## config.mk

```make
export PLATFORM = sky130hd
export DESIGN_NAME = stimulation_phase_sequencer
export DESIGN_NICKNAME = d
export VERILOG_FILES = /design/src/sps_pkg.sv /design/src/sps_regs.sv /design/src/stimulation_phase_sequencer.sv
export SDC_FILE = /design/constraint.sdc
export NUM_CORES = 1
export LEC_CHECK = 0
export BUFFER_PORTS_ARGS = -buffer_cell sky130_fd_sc_hd__buf_4
export CORE_ASPECT_RATIO = 0.5
export CORE_MARGIN = 1.5
export CORE_UTILIZATION = 63
export DETAILED_ROUTE_END_ITERATION = 10
export PLACE_DENSITY = 0.84
export SETUP_SLACK_MARGIN = 0.2
export SLEW_MARGIN = 0
export SYNTH_ARGS = -nofsm -noshare
export SYNTH_HDL_FRONTEND = slang
export SYNTH_HIERARCHICAL = 1
export SYNTH_SLANG_ARGS = --single-unit
export TNS_END_PERCENT = 100
```

## constraint.sdc

```tcl
create_clock -name clk -period 5.7 [get_ports clk]
set_input_delay 0.855 -clock clk [delete_from_list [all_inputs] [get_ports clk]]
set_output_delay 0.855 -clock clk [all_outputs]
set_load 0.005 [all_outputs]
```

## src/sps_pkg.sv

```systemverilog
// Shared types and constants of the stimulation phase sequencer.
// No dependencies; imported by sps_regs and stimulation_phase_sequencer.
`timescale 1ns / 1ps

package sps_pkg;

  // Ticks in one tenth unit of the hold and relax lengths
  localparam int unsigned TENTH_TICKS = 10;

  localparam int unsigned CFG_WIDTH   = 8;
  localparam int unsigned LIMIT_WIDTH = 12;  // holds 255 * 10
  localparam int unsigned APB_AW      = 5;
  localparam int unsigned APB_DW      = 32;

  typedef enum logic [2:0] {
    PH_OFF   = 3'd0,
    PH_RISE  = 3'd1,
    PH_HOLD  = 3'd2,
    PH_FALL  = 3'd3,
    PH_CHAN  = 3'd4,
    PH_RELAX = 3'd5
  } phase_t;

  typedef enum logic [2:0] {
    CMD_NONE      = 3'd0,
    CMD_ZERO      = 3'd1,
    CMD_LOAD_RISE = 3'd2,
    CMD_RISE      = 3'd3,
    CMD_HOLD      = 3'd4,
    CMD_LOAD_FALL = 3'd5,
    CMD_FALL      = 3'd6
  } cmd_t;

  typedef enum logic [1:0] {
    ACT_TICK  = 2'd0,
    ACT_START = 2'd1,
    ACT_STOP  = 2'd2
  } action_t;

  typedef enum logic [2:0] {
    REG_RAMP_UP    = 3'd0,
    REG_HOLD       = 3'd1,
    REG_RAMP_DOWN  = 3'd2,
    REG_CHAN_STEPS = 3'd3,
    REG_RELAX      = 3'd4,
    REG_CYC_BANK   = 3'd5
  } reg_idx_t;

  typedef struct packed {
    logic [CFG_WIDTH-1:0] ramp_up_ticks;
    logic [CFG_WIDTH-1:0] hold_tenths;
    logic [CFG_WIDTH-1:0] ramp_down_ticks;
    logic [CFG_WIDTH-1:0] channel_steps;
    logic [CFG_WIDTH-1:0] relax_tenths;
    logic [CFG_WIDTH-1:0] cycles_per_bank;
  } cfg_t;

  // Scale a tenths setting to ticks: x*10 = x*8 + x*2
  function automatic logic [LIMIT_WIDTH-1:0] tenths_to_ticks(input logic [CFG_WIDTH-1:0] x);
    logic [LIMIT_WIDTH-1:0] xe;
    xe = LIMIT_WIDTH'(x);
    return (xe << 3) + (xe << 1);
  endfunction

endpackage

```

## src/sps_regs.sv

```systemverilog
// APB configuration register file of the stimulation phase sequencer.
// Depends on sps_pkg for the register index codes and the cfg_t bundle.
`timescale 1ns / 1ps

module sps_regs (
  input  logic                        clk,
  input  logic                        rst,
  input  logic                        psel,
  input  logic                        penable,
  input  logic                        pwrite,
  input  logic [sps_pkg::APB_AW-1:0]  paddr,
  input  logic [sps_pkg::APB_DW-1:0]  pwdata,
  output logic [sps_pkg::APB_DW-1:0]  prdata,
  output logic                        pready,
  output sps_pkg::cfg_t               cfg
);
  import sps_pkg::*;

  logic     wr_en;
  reg_idx_t idx;

  assign pready = 1'b1;
  assign wr_en  = psel & penable & pwrite;
  assign idx    = reg_idx_t'(paddr[APB_AW-1:2]);

  always_ff @(posedge clk) begin
    if (rst) begin
      cfg.ramp_up_ticks   <= CFG_WIDTH'(10);
      cfg.hold_tenths     <= CFG_WIDTH'(5);
      cfg.ramp_down_ticks <= CFG_WIDTH'(10);
      cfg.channel_steps   <= '0;
      cfg.relax_tenths    <= CFG_WIDTH'(5);
      cfg.cycles_per_bank <= '0;
    end else if (wr_en) begin
      case (idx)
        REG_RAMP_UP:    cfg.ramp_up_ticks   <= pwdata[CFG_WIDTH-1:0];
        REG_HOLD:       cfg.hold_tenths     <= pwdata[CFG_WIDTH-1:0];
        REG_RAMP_DOWN:  cfg.ramp_down_ticks <= pwdata[CFG_WIDTH-1:0];
        REG_CHAN_STEPS: cfg.channel_steps   <= pwdata[CFG_WIDTH-1:0];
        REG_RELAX:      cfg.relax_tenths    <= pwdata[CFG_WIDTH-1:0];
        REG_CYC_BANK:   cfg.cycles_per_bank <= pwdata[CFG_WIDTH-1:0];
        default: ;
      endcase
    end
  end

  always_comb begin
    case (idx)
      REG_RAMP_UP:    prdata = APB_DW'(cfg.ramp_up_ticks);
      REG_HOLD:       prdata = APB_DW'(cfg.hold_tenths);
      REG_RAMP_DOWN:  prdata = APB_DW'(cfg.ramp_down_ticks);
      REG_CHAN_STEPS: prdata = APB_DW'(cfg.channel_steps);
      REG_RELAX:      prdata = APB_DW'(cfg.relax_tenths);
      REG_CYC_BANK:   prdata = APB_DW'(cfg.cycles_per_bank);
      default:        prdata = '0;
    endcase
  end

endmodule

```

## src/stimulation_phase_sequencer.sv

```systemverilog
// Top level of the stimulation phase sequencer: phase machine and result register.
// Depends on sps_pkg and instantiates sps_regs.
`timescale 1ns / 1ps

// Stimulation phase sequencer. Each transfer on the slave stream (tick, start
// or stop in s_tuser, channel-wrap flag in s_tdata) steps a six-phase machine
// (off, ramp up, hold, ramp down, channel step, relax) and produces exactly one
// transfer on the master stream with the phase after the step, the last power
// command issued in that step, the bank in use and two strobes. The step is
// resolved in the cycle of acceptance and lands in the result register, so a
// result appears in the cycle after its input and the block takes one transfer
// per cycle; the only thing that stalls input is a full result register whose
// transfer is not taken that cycle. Hold and relax lengths are programmed in
// tenths (ten ticks each); a zero hold or zero channel count runs forever and
// a zero cycles_per_bank never toggles the bank. Write the APB registers only
// while the stream is idle.
module stimulation_phase_sequencer #(
  parameter int unsigned COUNT_WIDTH = 16
) (
  input  logic                        clk,
  input  logic                        rst,
  // slave stream
  input  logic                        s_tvalid,
  output logic                        s_tready,
  input  logic [7:0]                  s_tdata,   // [0] channel_wrapped, [7:1] zero
  input  logic [1:0]                  s_tuser,   // [1:0] action
  // master stream
  output logic                        m_tvalid,
  input  logic                        m_tready,
  output logic [15:0]                 m_tdata,   // [2:0] phase, [5:3] power_command,
                                                 // [6] bank, [7] bank_toggled,
                                                 // [8] advance_channel, [15:9] zero
  // configuration
  input  logic                        psel,
  input  logic                        penable,
  input  logic                        pwrite,
  input  logic [sps_pkg::APB_AW-1:0]  paddr,
  input  logic [sps_pkg::APB_DW-1:0]  pwdata,
  output logic [sps_pkg::APB_DW-1:0]  prdata,
  output logic                        pready
);
  import sps_pkg::*;

  cfg_t cfg;

  // machine state
  phase_t                 phase_reg, phase_reg_next;
  logic [COUNT_WIDTH-1:0] tick_count, tick_count_next;
  logic [CFG_WIDTH-1:0]   channel_count, channel_count_next;
  logic [CFG_WIDTH-1:0]   cycle_count, cycle_count_next;
  logic                   bank_reg, bank_reg_next;

  // step results
  cmd_t cmd_next;
  logic toggled_next;
  logic advanced_next;

  // result register
  phase_t out_phase;
  cmd_t   out_cmd;
  logic   out_bank;
  logic   out_toggled;
  logic   out_advanced;

  logic                   accept;
  action_t                action;
  logic                   wrapped;
  logic [COUNT_WIDTH-1:0] tick_inc;
  logic [CFG_WIDTH-1:0]   chan_inc;
  logic [CFG_WIDTH-1:0]   cycle_inc;
  logic [COUNT_WIDTH-1:0] hold_limit;
  logic [COUNT_WIDTH-1:0] relax_limit;

  sps_regs u_regs (
    .clk     (clk),
    .rst     (rst),
    .psel    (psel),
    .penable (penable),
    .pwrite  (pwrite),
    .paddr   (paddr),
    .pwdata  (pwdata),
    .prdata  (prdata),
    .pready  (pready),
    .cfg     (cfg)
  );

  // Take a new transfer whenever the result register is empty or drains now.
  assign s_tready = ~m_tvalid | m_tready;
  assign accept   = s_tvalid & s_tready;
  assign action   = action_t'(s_tuser);
  assign wrapped  = s_tdata[0];

  // Counters wrap at their widths.
  assign tick_inc    = tick_count + COUNT_WIDTH'(1);
  assign chan_inc    = channel_count + CFG_WIDTH'(1);
  assign cycle_inc   = cycle_count + CFG_WIDTH'(1);
  assign hold_limit  = COUNT_WIDTH'(tenths_to_ticks(cfg.hold_tenths));
  assign relax_limit = COUNT_WIDTH'(tenths_to_ticks(cfg.relax_tenths));

  // Resolve one step. A phase change runs the entry action of the new phase
  // within the same step; only the last command survives.
  always_comb begin
    phase_reg_next     = phase_reg;
    tick_count_next    = tick_count;
    channel_count_next = channel_count;
    cycle_count_next   = cycle_count;
    bank_reg_next      = bank_reg;
    cmd_next           = CMD_NONE;
    toggled_next       = 1'b0;
    advanced_next      = 1'b0;

    if (phase_reg == PH_OFF || phase_reg > PH_RELAX) begin
      phase_reg_next = PH_OFF;
      if (action == ACT_START) begin
        // start from off: clear everything, bank back to zero without a strobe
        bank_reg_next      = 1'b0;
        tick_count_next    = '0;
        cycle_count_next   = '0;
        channel_count_next = '0;
        cmd_next           = CMD_LOAD_RISE;
        phase_reg_next     = PH_RISE;
      end
    end else if (action == ACT_STOP) begin
      cmd_next       = CMD_ZERO;
      phase_reg_next = PH_OFF;
    end else if (action == ACT_TICK) begin
      case (phase_reg)
        PH_RISE: begin
          if (tick_inc >= COUNT_WIDTH'(cfg.ramp_up_ticks)) begin
            tick_count_next = '0;
            cmd_next        = CMD_HOLD;
            phase_reg_next  = PH_HOLD;
          end else begin
            tick_count_next = tick_inc;
            cmd_next        = CMD_RISE;
          end
        end
        PH_HOLD: begin
          cmd_next = CMD_HOLD;
          // zero hold length: hold forever, counter frozen
          if (cfg.hold_tenths != '0) begin
            tick_count_next = tick_inc;
            if (tick_inc >= hold_limit) begin
              tick_count_next = '0;
              cmd_next        = CMD_LOAD_FALL;
              phase_reg_next  = PH_FALL;
            end
          end
        end
        PH_FALL: begin
          tick_count_next = tick_inc;
          if (tick_inc >= COUNT_WIDTH'(cfg.ramp_down_ticks)) begin
            cmd_next       = CMD_ZERO;
            phase_reg_next = PH_CHAN;
          end else begin
            cmd_next = CMD_FALL;
          end
        end
        PH_CHAN: begin
          advanced_next   = 1'b1;
          tick_count_next = '0;
          if (wrapped && cfg.channel_steps != '0) begin
            channel_count_next = chan_inc;
          end
          if (wrapped && cfg.channel_steps != '0 && chan_inc >= cfg.channel_steps) begin
            phase_reg_next = PH_RELAX;
          end else begin
            cmd_next       = CMD_LOAD_RISE;
            phase_reg_next = PH_RISE;
          end
        end
        default: begin
          // relax
          tick_count_next = tick_inc;
          if (tick_inc >= relax_limit) begin
            if (cfg.cycles_per_bank != '0) begin
              cycle_count_next = cycle_inc;
              if (cycle_inc >= cfg.cycles_per_bank) begin
                bank_reg_next    = ~bank_reg;
                toggled_next     = 1'b1;
                cycle_count_next = '0;
              end
            end
            channel_count_next = '0;
            tick_count_next    = '0;
            cmd_next           = CMD_LOAD_RISE;
            phase_reg_next     = PH_RISE;
          end
        end
      endcase
    end
  end

  // Advance the machine on each accepted transfer.
  always_ff @(posedge clk) begin
    if (rst) begin
      phase_reg     <= PH_OFF;
      tick_count    <= '0;
      channel_count <= '0;
      cycle_count   <= '0;
      bank_reg      <= 1'b0;
    end else if (accept) begin
      phase_reg     <= phase_reg_next;
      tick_count    <= tick_count_next;
      channel_count <= channel_count_next;
      cycle_count   <= cycle_count_next;
      bank_reg      <= bank_reg_next;
    end
  end

  // Result register: hold while stalled, drop valid once the transfer is taken.
  always_ff @(posedge clk) begin
    if (rst) begin
      m_tvalid <= 1'b0;
    end else if (accept) begin
      m_tvalid <= 1'b1;
    end else if (m_tready) begin
      m_tvalid <= 1'b0;
    end
  end

  always_ff @(posedge clk) begin
    if (accept) begin
      out_phase    <= phase_reg_next;
      out_cmd      <= cmd_next;
      out_bank     <= bank_reg_next;
      out_toggled  <= toggled_next;
      out_advanced <= advanced_next;
    end
  end

  assign m_tdata = {7'b0, out_advanced, out_toggled, out_bank, out_cmd, out_phase};

  // A bank toggle only ever happens on the way out of relax into ramp up.
  a_toggle_enters_rise: assert property (@(posedge clk) disable iff (rst)
    (m_tvalid && out_toggled) |-> (out_phase == PH_RISE && out_cmd == CMD_LOAD_RISE))
    else $error("bank toggle outside relax exit");

  // A channel advance leaves the machine in ramp up or relax.
  a_advance_target: assert property (@(posedge clk) disable iff (rst)
    (m_tvalid && out_advanced) |-> (out_phase == PH_RISE || out_phase == PH_RELAX))
    else $error("channel advance into wrong phase");

  // Every accepted transfer yields a pending result on the next cycle.
  a_accept_yields_result: assert property (@(posedge clk) disable iff (rst)
    accept |=> m_tvalid)
    else $error("accepted transfer produced no result");

endmodule
```

; ---- Word level (Yosys, flattened, before mapping)
; Cells that the tools add are included.
[classes]
add_sub_neg = 5
order_cmp = 7
eq_ne = 17
mux = 58
bitwise_logic = 9
n_reduce_logical = 27
[ops]
columns = cell, n
row1 = 16-bit 2-to-1 mux, 8
row2 = 8-bit 2-to-1 mux, 13
row3 = 16-bit one-hot mux with 4 select lines, 1
row4 = 8-bit one-hot mux with 6 select lines, 1
row5 = 3-bit 2-to-1 mux, 14
row6 = 16-bit by 12-bit >= comparator with 1-bit output, 2
row7 = 16-bit by 8-bit >= comparator with 1-bit output, 2
row8 = 11-bit by 9-bit adder with 12-bit output, 2
row9 = 3-bit one-hot mux with 4 select lines, 2
row10 = 8-bit nonzero test, 3
row11 = 16-bit by 1-bit adder with 16-bit output (second input constant), 1
row12 = 8-bit by 1-bit adder with 8-bit output (second input constant), 2
row13 = 8-bit >= comparator, 2
row14 = 8-bit one-hot mux with 2 select lines, 1
row15 = 1-bit 2-to-1 mux, 15
row16 = 7-bit AND reduction, 2
row17 = 3-bit by 2-bit == test with 1-bit output (second input constant), 4
row18 = 2-bit AND reduction, 6
row19 = 3-bit == test (second input constant), 3
row20 = 9-bit OR reduction, 1
row21 = 2-bit nonzero test, 4
row22 = 3-bit by 1-bit == test with 1-bit output (second input constant), 2
row23 = 3-bit zero test, 2
row24 = 2-bit 2-to-1 mux, 3
row25 = other kinds (16), 27
[word_totals]
ff_bits = 94
inputBits = 54
out_inout_bits = 51
wordCells = 140

; ---- Depth between registers and ports, before layout
[logic_depth]
depth_word = 9
mapped_depth = 19
depth_no_buf = 17

; ---- Hierarchy
; Netlist, hierarchy kept.
[modules_own_cells]
columns = module, instances, cells_each, area_per_inst_um2
row1 = stimulation_phase_sequencer, 1, 579, 4629.4
row2 = sps_regs, 1, 260, 2608.8

; ---- Least setup slack after synthesis
; OpenSTA, ideal clock, no wires.
[synth_path]
path_type = register -> register
startpoint = reg, netlist name u_regs/cfg[8]
endpoint = reg bank_reg
setup_time_ns = 0.074
t_arrival_ns = 3.642
required_time_ns = 5.626
setup_slack_ns = 1.984
path_stages_with_launch = 19
synth_period_minus_slack_ns = 3.716
cell_sequence = dfxtp_1 ha_1 fa_1 a21oi_1 nor2_1 nor2_1 nor2_1 o21ai_0 nand2b_1 xnor2_1 ha_1 o21ai_0 a221oi_1 o21ai_0 and4_1 buf_6 or4_4 or4_1 a31oi_1
[synth_between]
elab_chain_len = 7
[synth_rtl]
columns = item, line_no
row1 = 11-bit by 9-bit adder with 12-bit output, sps_pkg.sv:62  ; return (xe << 3) + (xe << 1);
row2 = 16-bit by 12-bit >= comparator with 1-bit output, stimulation_phase_sequencer.sv:175  ; if (tick_inc >= relax_limit) begin
row3 = 1-bit 2-to-1 mux, stimulation_phase_sequencer.sv:175
row4 = 1-bit 2-to-1 mux, stimulation_phase_sequencer.sv:127  ; case (phase_reg)
row5 = 1-bit 2-to-1 mux, stimulation_phase_sequencer.sv:126  ; end else if (action == ACT_TICK) begin
row6 = 1-bit 2-to-1 mux, stimulation_phase_sequencer.sv:123  ; end else if (action == ACT_STOP) begin
row7 = 1-bit 2-to-1 mux, stimulation_phase_sequencer.sv:112  ; if (phase_reg == PH_OFF || phase_reg > PH_RELAX) begin
row8 = "end signal, assigned", stimulation_phase_sequencer.sv:207  ; bank_reg <= bank_reg_next;
row9 = "end, declared", stimulation_phase_sequencer.sv:51  ; logic bank_reg, bank_reg_next;
; No other way between the ends.
; A chain may end at the register's enable or synchronous reset.

; ---- Worst setup path after layout
[layout_path]
startpoint = reg, netlist name u_regs/cfg[8]
endpoint = reg tick_count[5]
[layout_between]
elab_chain_len = 7
[layout_rtl]
columns = item, line_no
row1 = 11-bit by 9-bit adder with 12-bit output, sps_pkg.sv:62
row2 = 16-bit by 12-bit >= comparator with 1-bit output, stimulation_phase_sequencer.sv:175
row3 = 16-bit 2-to-1 mux, stimulation_phase_sequencer.sv:175
row4 = 16-bit one-hot mux with 4 select lines, stimulation_phase_sequencer.sv:127
row5 = 16-bit 2-to-1 mux, stimulation_phase_sequencer.sv:126
row6 = 16-bit 2-to-1 mux, stimulation_phase_sequencer.sv:123
row7 = 16-bit 2-to-1 mux, stimulation_phase_sequencer.sv:112
row8 = "end signal, assigned", stimulation_phase_sequencer.sv:204  ; tick_count <= tick_count_next;
row9 = "end, declared", stimulation_phase_sequencer.sv:48  ; logic [COUNT_WIDTH-1:0] tick_count, tick_count_next;
; No other way between the ends. The select of a mux whose other input is x is not followed.

==> reports/metrics.yaml <==
outcome:
  status: "finished clean"
timing:
  rsz0062_at_grt: "false"
  drv_slew: 0
  max_clock_freq_mhz: 215
  setup_viol: 0
  finClkSkew_ns: 0.00719
  tightest_slew_ns: 1.13
  finalHoldViolCount: 0
  tns_ns: 0
  slew_headroom_pct: 23.9
  period_needed_ns: 4.66
  fin_crit_sh_pct: 81.8
floorplan:
  die_y_um: 78.8
  initial_core_util_pct: 65.3
  core_sq_um: 11100
  dieArea_sq_um: 12200
  die_x_um: 155
  rows: 27
  ioPinCount: 105
logic_synthesis:
  ys_warn_count: 6
  synth_commonest_cells: "dfxtp_1, ha_1, inv_1, nand2b_1, nor2_1"
  synth-main-ff-cell: "dfxtp_1"
  synth_top_area_share_pct: 23.5
  synth.yosys.seq_area_share_pct: 27.2
  synth_edf_count: 9
  syn_inst: 839
  ys_seq_elements: 94
  synthTopCellsByArea: "dfxtp_1, ha_1, mux2i_1"
  synth_most_common_cell: "dfxtp_1"
  synth_cell_type_count: 78
  synthesis.area_sq_um: 7240
  syn_avg_cell_area_sq_um: 8.63
  synth_top_cell_by_area: "dfxtp_1"
  async_reset_ff_share_pct: 0
worst_setup_path:
  rr_worst_depth: 17
  required_ns: 6.00
  worstPathArrival_ns: 4.96
  endpoint_kind: "flip-flop"
  critPathKind: "reg -> reg"
  timing.rr.start: "u_regs/cfg[8]"
  rrSetupSlack_ns: 1.04
  crit_end: "tick_count[5]"
  r2r_end: "tick_count[5]"
  worstSetupStartpoint: "u_regs/cfg[8]"
  start_kind: "flip-flop"
  crit_fanout: 8
global_routing:
  grt_pass1_wl_um: 29700
  grt_max_degree: 81
  antenna_found_initial: 0
  grt_overflow: 0
  grt_usage_pct: 30.8
  grt_pass1_vias: 5986
pwr:
  clkPwrFrac_pct: 44.3
  seqPwrFrac_pct: 46.9
  design_power_total_mw: 1.45
  ir_drop_uv: 135
  p_sw_uw: 379
  p_per_area_nw_per_um2: 188
  leakage_nw: 3.47
  switching_share_pct: 26.1
  p_int_mw: 1.07
  pwr-share-comb_pct: 8.9
placed_design:
  dp_hpwl_um: 13600
  port-buffer-count: 39
  gp_congestion: 0.942
finish:
  utilization_pct: 69.6
  fillers: 840
  area_growth_pct: 6.55
  drive_above_1_share_pct: 10.0
  reg_top3: "u_regs/cfg x48, tick_count x16"
  top_register: "u_regs/cfg"
  antennaDiodeCount: 0
  register_area_sq_um: 1970
  nets: 979
  largest_register_ffs: 48
  multi_input_comb_area_sq_um: 4730
clock_network:
  worstSkewPairLatency_ns: 0.35
  clkSinkCount: 94
  cts_root_buf: "clkbuf_16"
  cts_made_buffers: 9
  cts_tree: "yes"
  postCtsSetupRepairBufs: 0
  clk_pin_slew_ns: 0.07
  cts-resized-gates: 0
  clk_path_buf_depth: 2
  cts_hold_buffers: 0
  cts_htree_levels: 3
route:
  vias: 6439
  drt_wl_total_um: 18600
  initialDrtViolationCount: 524
  ant_nets: 0
  wire_per_inst_um: 18.5
  first_pass_iters: 5
  drc: 0
  via_per_inst: 6.41
hold_path:
  min_path_type: "reg -> reg"
run:
  max-cap-violations: 0
## per-stage QoR
step	setup WS (ns)	instances	hold WS, ns	cell area, sq um
after floorplan	1.98	868	0.446	7350
after global routing	0.622	1004	0.518	7710
after detailed placement	1.31	988	0.476	7400
after global placement	1.50	988	0.463	7400
after CTS	1.18	1004	0.493	7710
final	1.04	1004	0.496	7710
## layout make-up
cell class	count	share of cell area (%)
Clock inverter	7	1.12
Inverter	57	2.77
Sequential cell	94	25.6
Tap cell	145	2.35
Clock buffer	9	2.92
Multi-Input combinational cell	651	61.3
Timing Repair Buffer	41	3.99
## power by group through the flow
stage | Clock [mW] | Sequential (mW) | Combinational, mW
2_1_floorplan | 0 | 0.693 | 0.104
3_3_place_gp | 0 | 0.696 | 0.121
3_5_place_dp | 0 | 0.697 | 0.124
4_1_cts | 0.646 | 0.681 | 0.125
5_1_grt | 0.671 | 0.682 | 0.140
6_report | 0.643 | 0.681 | 0.129
## critical path: stages (launching register included)
cell and delay (ns):
dfxtp_1 0.38, ha_1 0.25, fa_1 0.42, a21oi_1 0.16
nor2_1 0.05, nor2_1 0.16, nor2_1 0.05, o21ai_0 0.16
nand2b_1 0.11, xnor2_1 0.14, ha_1 0.20, a2111oi_0 0.60
o21ai_0 0.17, o21ai_0 0.25, and4_1 0.40, o2111a_1 0.48
and2_0 0.38, a32o_1 0.23
## routing by layer
metal | up-vias | global-route usage [%] | part of all wire (%)
met2 | 362 | 49.7 | 44
met3 | 53 | 9.22 | 10
met4 | 0 | 12.1 | 2.5
met5 | - | 0 | 0
met1 | 3031 | 39.0 | 43
li1 | 2993 | - | -
## placed cells by master, fill, tap and decap left out, types with 15 or more instances in the layout
cell type	synthesis	layout
o21ai_0	44	44
xor2_1	15	15
nor2b_1	16	16
nand4_1	16	16
xnor2_1	18	18
conb_1	3	32
a21oi_1	37	37
nand2_1	40	40
inv_1	56	56
nor2_1	54	54
nand3_1	27	27
dfxtp_1	85	85
ha_1	69	69
nand2b_1	55	55
mux2i_1	47	47
buf_4	36	41
## worst min path at each step
stage	from	to	slack, ns	cells past startpoint
after floorplan	tick_count[15]	tick_count[15]	0.45	2
after global placement	tick_count[15]	tick_count[15]	0.46	2
after detailed placement	tick_count[15]	tick_count[15]	0.48	2
after CTS	tick_count[15]	tick_count[15]	0.49	2
after global routing	cycle_count[7]	cycle_count[7]	0.52	2
final	cycle_count[7]	cycle_count[7]	0.50	2
## cell families (layout without fill, tap and decap cells)
| logic type | Yosys count | after routing | synth area share (%) |
|---|---|---|---|
| muxes | 59 | 59 | 8.83 |
| other | 3 | 32 | 0.156 |
| and+or+nand+nor | 281 | 281 | 21.9 |
| buffers and inverters | 123 | 114 | 9.08 |
| DFF | 94 | 94 | 27.2 |
| xor gates and xnor gates | 33 | 33 | 3.99 |
| adders and majority gates | 71 | 71 | 12.5 |
| AOI/OAI and AO/OA | 175 | 175 | 16.3 |
No activity file was read; power rests on OpenSTA's default activity.
